<file path="src/design/bmhq_pkg.sv">
// Shared types and codes for the binary min-heap priority queue.
package bmhq_pkg;

  // Operation codes carried by the kind field
  localparam logic KIND_INSERT  = 1'b0;
  localparam logic KIND_EXTRACT = 1'b1;

  // Result status codes
  localparam logic [1:0] ST_OK    = 2'd0;
  localparam logic [1:0] ST_FULL  = 2'd1;
  localparam logic [1:0] ST_EMPTY = 2'd2;

  // One heap slot: priority key and entry tag
  typedef struct packed {
    logic [31:0] key;
    logic [15:0] tag;
  } entry_t;

  localparam int ENTRY_W = $bits(entry_t);

  // Controller to datapath commands
  typedef struct packed {
    logic accept;       // input transfer: latch item, set up first step
    logic rd_parent;    // read parent of pos on port A
    logic rd_children;  // read left child on port A, right on port B
    logic ex_load;      // take root as result, last slot as moving item
    logic wr_item;      // write moving item at pos
    logic climb;        // move parent down into pos, pos <= parent
    logic descend;      // move smaller child up into pos, pos <= child
    logic out_load;     // load output register
  } dp_cmd_t;

  // Datapath to controller status
  typedef struct packed {
    logic req_insert;   // pending input is an insert
    logic full;         // heap holds CAPACITY entries
    logic empty;        // heap holds no entries
    logic pos_zero;     // hole is at the root
    logic parent_gt;    // parent key strictly greater than item key
    logic lc_in;        // left child of pos lies inside the heap
    logic child_lt;     // some child key strictly smaller than item key
    logic last_one;     // heap holds exactly one entry
    logic out_free;     // output register can take a result
  } dp_status_t;

endpackage

</file>
<file path="src/design/bmhq_ctrl.sv">
// Sequencing state machine for heap insert and extract.
module bmhq_ctrl
  import bmhq_pkg::*;
(
  input  logic       clk,
  input  logic       rst,
  input  logic       in_valid,
  output logic       in_ready,
  input  dp_status_t st,
  output dp_cmd_t    cmd
);

  typedef enum logic [6:0] {
    S_IDLE    = 7'b0000001,
    S_UP_RD   = 7'b0000010,
    S_UP_CMP  = 7'b0000100,
    S_EX_LOAD = 7'b0001000,
    S_DN_RD   = 7'b0010000,
    S_DN_CMP  = 7'b0100000,
    S_FIN     = 7'b1000000
  } state_t;

  state_t state, state_next;

  always_ff @(posedge clk) begin
    if (rst) begin
      state <= S_IDLE;
    end else begin
      state <= state_next;
    end
  end

  // No transfer is taken while reset is held
  assign in_ready = (state == S_IDLE) && !rst;

  // Next state and command decode
  always_comb begin
    state_next = state;
    cmd        = '0;
    case (state)
      S_IDLE: begin
        if (in_valid && in_ready) begin
          cmd.accept = 1'b1;
          if (st.req_insert) begin
            state_next = st.full ? S_FIN : S_UP_RD;
          end else begin
            state_next = st.empty ? S_FIN : S_EX_LOAD;
          end
        end
      end
      S_UP_RD: begin
        if (st.pos_zero) begin
          cmd.wr_item = 1'b1;
          state_next  = S_FIN;
        end else begin
          cmd.rd_parent = 1'b1;
          state_next    = S_UP_CMP;
        end
      end
      S_UP_CMP: begin
        if (st.parent_gt) begin
          cmd.climb  = 1'b1;
          state_next = S_UP_RD;
        end else begin
          cmd.wr_item = 1'b1;
          state_next  = S_FIN;
        end
      end
      S_EX_LOAD: begin
        cmd.ex_load = 1'b1;
        state_next  = st.last_one ? S_FIN : S_DN_RD;
      end
      S_DN_RD: begin
        if (!st.lc_in) begin
          cmd.wr_item = 1'b1;
          state_next  = S_FIN;
        end else begin
          cmd.rd_children = 1'b1;
          state_next      = S_DN_CMP;
        end
      end
      S_DN_CMP: begin
        if (st.child_lt) begin
          cmd.descend = 1'b1;
          state_next  = S_DN_RD;
        end else begin
          cmd.wr_item = 1'b1;
          state_next  = S_FIN;
        end
      end
      S_FIN: begin
        if (st.out_free) begin
          cmd.out_load = 1'b1;
          state_next   = S_IDLE;
        end
      end
      default: begin
        state_next = S_IDLE;
      end
    endcase
  end

  // An accepted item always leaves idle
  a_accept_leaves_idle: assert property (@(posedge clk) disable iff (rst)
    cmd.accept |=> state != S_IDLE)
    else $error("accepted item did not start work");

  // Compare steps follow their read steps
  a_up_cmp_after_rd: assert property (@(posedge clk) disable iff (rst)
    state == S_UP_CMP |-> $past(state) == S_UP_RD)
    else $error("sift-up compare without parent read");

  a_dn_cmp_after_rd: assert property (@(posedge clk) disable iff (rst)
    state == S_DN_CMP |-> $past(state) == S_DN_RD)
    else $error("sift-down compare without child read");

endmodule

</file>
<file path="config.mk">
export PLATFORM = sky130hd
export DESIGN_NAME = bmhq_ctrl
export DESIGN_NICKNAME = d
export VERILOG_FILES = /design/src/design/bmhq_pkg.sv /design/src/design/bmhq_ctrl.sv
export SDC_FILE = /design/constraint.sdc
export NUM_CORES = 1
export LEC_CHECK = 0
export BUFFER_PORTS_ARGS = -buffer_cell sky130_fd_sc_hd__buf_2
export CAP_MARGIN = 20
export CORE_AREA = 2 2 39 41
export CTS_CLUSTER_DIAMETER = 60
export DETAILED_ROUTE_END_ITERATION = 10
export DIE_AREA = 0 0 41 43
export GPL_ROUTABILITY_DRIVEN = 0
export PLACE_DENSITY_LB_ADDON = 0.08
export SYNTH_ARGS = -nofsm -noshare
export SYNTH_HDL_FRONTEND = slang
export SYNTH_SLANG_ARGS = --single-unit
</file>
<file path="constraint.sdc">
create_clock -name clk -period 1.8 [get_ports clk]
set_input_delay 0.09 -clock clk [delete_from_list [all_inputs] [get_ports clk]]
set_output_delay 0.09 -clock clk [all_outputs]
set_load 0.02 [all_outputs]
</file>
# After elaboration in Yosys (flattened, before gate mapping)
# Index checks and enable logic that the tools add are counted.
# W data, S select, Z words.
[word_totals]
regBits = 7
in_bits = 12
[op_classes]
eq_ne = 9
n_mux = 29
reduce_logical = 4
[ops]
columns = ["cell", "count"]
rows = [
  ["$mux W7", 10],
  ["$pmux W7 S7", 1],
  ["$mux W1", 17],
  ["$eq A7 B1 Y1 const B", 1],
  ["$eq A7 B2 Y1 const B", 1],
  ["$eq A7 B3 Y1 const B", 1],
  ["$eq A7 B4 Y1 const B", 1],
  ["$eq A7 B5 Y1 const B", 1],
  ["$eq A7 B6 Y1 const B", 1],
  ["$eq A7 B7 Y1 const B", 1],
  ["$pmux W1 S4", 1],
  ["$logic_and A1 B1 Y1", 2],
  ["$ne A2 B1 Y1 const B", 1],
  ["$ne A2 B2 Y1 const B", 1],
  ["$reduce_and A2 Y1", 1],
  ["$logic_not A1 Y1", 1],
]

# Longest topological paths before layout
[depth]
word_depth = 5
ltp_mapped = 5

# Worst setup path before layout
# Ideal clock, no wire load.
[synth_path]
kind = "flip-flop to flip-flop"
from = "reg state[5]"
to = "reg state[3]"
setup_ns = 0.103
t_arrival_ns = 1.651
stages_incl_launch_ff = 6
setup_slack_ns = 0.046
path_buffers = 0
cell_sequence = "dfxtp_1 > nor3_2 > nand4b_1 > nor2_1 > nand2_1 > a2111oi_2"
[synth_between]
elab_chain_cells = 5
elab_cells_between_ends = 13
classes_between = "eq/ne: 9; mux: 1; reduce/logical: 3"
[synth_lines]
columns = ["element", "line_no", "text"]
rows = [
  ["from (decl)", "bmhq_ctrl.sv:23", "state_t state, state_next;"],
  ["from (signal assigned)", "bmhq_ctrl.sv:29", "state <= state_next;"],
  ["$eq A7 B1 Y1", "bmhq_ctrl.sv:34", "assign in_ready = (state == S_IDLE) && !rst;"],
  ["$logic_and A1 B1 Y1", "bmhq_ctrl.sv:34", ""],
  ["net in_ready", "bmhq_ctrl.sv:8", "output logic in_ready,"],
  ["$logic_and A1 B1 Y1", "bmhq_ctrl.sv:42", "if (in_valid && in_ready) begin"],
  ["$ne A2 B1 Y1 (no line)", "--", ""],
  ["$reduce_and A2 Y1 (no line)", "--", ""],
]
# The timed path passes the listed nets, and every way through them passes these cells.
# A chain may end at the register's enable or synchronous reset.

==> impl_results.md <==
* Finished Cell Area at 727 um^2
* Crit path DAT at ~1.7 ns
* Slew Limit Fails at 0
* Row cnt at 14
* Initial cell density of the core at 0.372
* First-pass GRT wire length at 2040 um
* Largest net degree at the start of global routing at 7
* Sequential fraction of the synthesis area at 0.273
* Slowest cell on the critical path: or4_4
* IO Pins at 21
* CTS tree: yes
* Max FFs per register at 7
* Final WL at between 1000 and 1500 um
* Cts hold-fix bufs at 0
* Reg clk slew, reported paths at 0.05 ns
* Syn Area/Cell at 8.87 um^2
* Core area at 1380 um^2
* Commonest register cell after synthesis: dfxtp_1
* Die ar. at between 1500 and 2000 um^2
* DRC errors left at 0
* Final cycle utilization of the critical path at 0.990
* Setup crit end kind: primary output
* CTS sink cnt at 7
* Slew at the pin with the worst max-slew slack at 0.282 ns
* Syn. warnings at 0
* Vias in the first global route at 455
* Maxcap violations at 0
* CP peak stage delay at 0.58 ns
* Worst IR Drop VDD at 0.580 mV
* LEAKAGE at ~0.00037 uW
* CP required at ~1.7 ns
* Overall die width at 41 um
* Most used routing layer: met1
* Non-Filler Instances at 105
* Met3 Resource Use GR at 0.0209
* Endpoints failing setup at 0
* Inst Count DP at 96
* Largest regs: state: 7 flops
* Synthesized Nets at 70
* Vias after detailed routing at 548
* Final hold vios at 0
* Synth Instances at 58
* Top reg by flops: state
* Clk buf depth at 2
* Skew final at 0.00109 ns
* Post-route ant nets at 0
* Final hold slack at 0.0297 ns
* Crit-path max FO at 5
* Synthesized area at 514 um^2
* Met2 usage at 0.234
* Initial DRC count at 4
* Run status: finished clean
* Power per Cell Area at 1060 nW/um^2
* Buf/Inv on CP at 1
* Die height at approximately 43 um
* Yosys reg bits at 7
* Avg WL per Cell at 12.7 um
* Ant diodes at 0
* Layout area overhead at 41.4%
* Worst reg2reg setup slack at 0.09 ns
* H-tree depth at 1
* Overall Global Routing Usage at 0.171
* Minimum clock period at 1.78 ns
* Synth top cells by count: 7 x dfxtp_1, 7 x nor2_1, 4 x nor2b_1
* F_max at between 500 and 600 MHz
* Slew headroom at 0.809
* Worst min-delay path class: input pin to register
* CP cell instances: or4_4 > o21bai_1 > o211ai_1 > buf_4
* Cell taking the most area after synthesis: dfxtp_1
* Fraction of registers with async set/reset at 0
* Via density at approximately 5.2
* Layout cells sized above 1 at 0.438
* Synth top area cells: dfxtp_1 27%, nor2_1 5.1%, nor2b_1 4.9%, nor2_8 3.9%, nand4b_1 3.4%
* Worst skew pair latency at approximately 0.25 ns
* Met1 Track Usage GR at 0.256
* DP HPWL at 1050 um
* RSZ-0062 raised after global routing: yes
* CP Launch Type: register
* NumNets Final at just over 100
* CTS root buffer: clkbuf_4
* Port buffer count at 20
* Antenna violations before repair at 0
* Post-synth EDFFs at 0
* WS Path Type: register to primary output
* TritonRoute pass-1 iters at 4
* Top cell type's share of synthesized area at 0.273
* Library cells used by synthesis at 37
* Kind of cell adding the most delay to the critical path: simple AND/OR/NAND/NOR gates
* Filler cells at roughly 140
* Total grt overflow at 0
* Cell area after placement at 649 um^2
* Num CTS Buffers at 3
-- per-stage QoR --
stage	worst slack, ns	total power (uW)	utilization	TNS (ns)
2_1_floorplan	0.0458	479	-	0
3_3_place_gp	0.154	569	0.469	0
3_5_place_dp	0.117	569	0.469	0
4_1_cts	0.00114	710	0.496	0
5_1_grt	-0.0478	827	0.525	-0.0478
6_report	0.0186	774	0.525	0
-- final timing paths --
check	startpoint	end	depth (start not counted)
hold reg to reg	state[1]	state[2]	2
hold / removal	st[5]	state[2]	2
setup / recovery	state[1]	cmd[3]	4
setup reg to reg	state[1]	state[6]	7
-- per-layer routing --
metal  up-vias  share of wire
li1        281              -
met1       249           0.47
met2        16           0.48
met3         2          0.037
met4         0          0.014
met5         -              0
-- layout by cell type (no fill, tap or decap), drive strengths merged, types with 2 or more instances in the layout --
| cell type | n |
|---|---|
| inv | 2 |
| nand4b | 2 |
| o21ai | 2 |
| nor2 | 8 |
| buf | 28 |
| o21ba | 2 |
| clkbuf | 4 |
| nor4b | 2 |
| nor2b | 4 |
| and2b | 2 |
| and3 | 2 |
| dfxtp | 7 |
| nand2 | 2 |
| nor3 | 2 |
-- cells by family after synthesis --
kind of cell	after synthesis	synth area share
and+or+nand+nor	33	0.433
AOI/OAI and AO/OA	12	0.212
DFF	7	0.272
buffers and inverters	3	0.0292
xor gates and xnor gates	2	0.0341
muxes	1	0.0195
-- power by group --
| group | total [uW] | switching [uW] | internal (uW) | leakage (uW) |
|---|---|---|---|---|
| logic | 418 | 207 | 211 | 0.000297 |
| clock network | 141 | 56.3 | 84.5 | 0.0000150 |
| registers | 216 | 35.7 | 180 | 0.0000582 |
-- layout make-up --
| cell class | instances | area, um^2 | share of cell area |
|---|---|---|---|
| tap | 16 | 20.0 | 0.0275 |
| inverter | 2 | 7.51 | 0.0103 |
| multi-input combinational | 48 | 365 | 0.503 |
| clock buffer | 4 | 26.3 | 0.0361 |
| timing repair buffer | 28 | 163 | 0.224 |
| sequential | 7 | 145 | 0.200 |
-- what timing repair did --
item                                    4_1_cts  5_1_grt
setup buffers                                 1        4
pin swaps                                     2        3
endpoints found under the hold margin         0        0
endpoints found under the setup margin        1        3
gates resized for setup                       2        3
(Power assumes the default switching activity.)
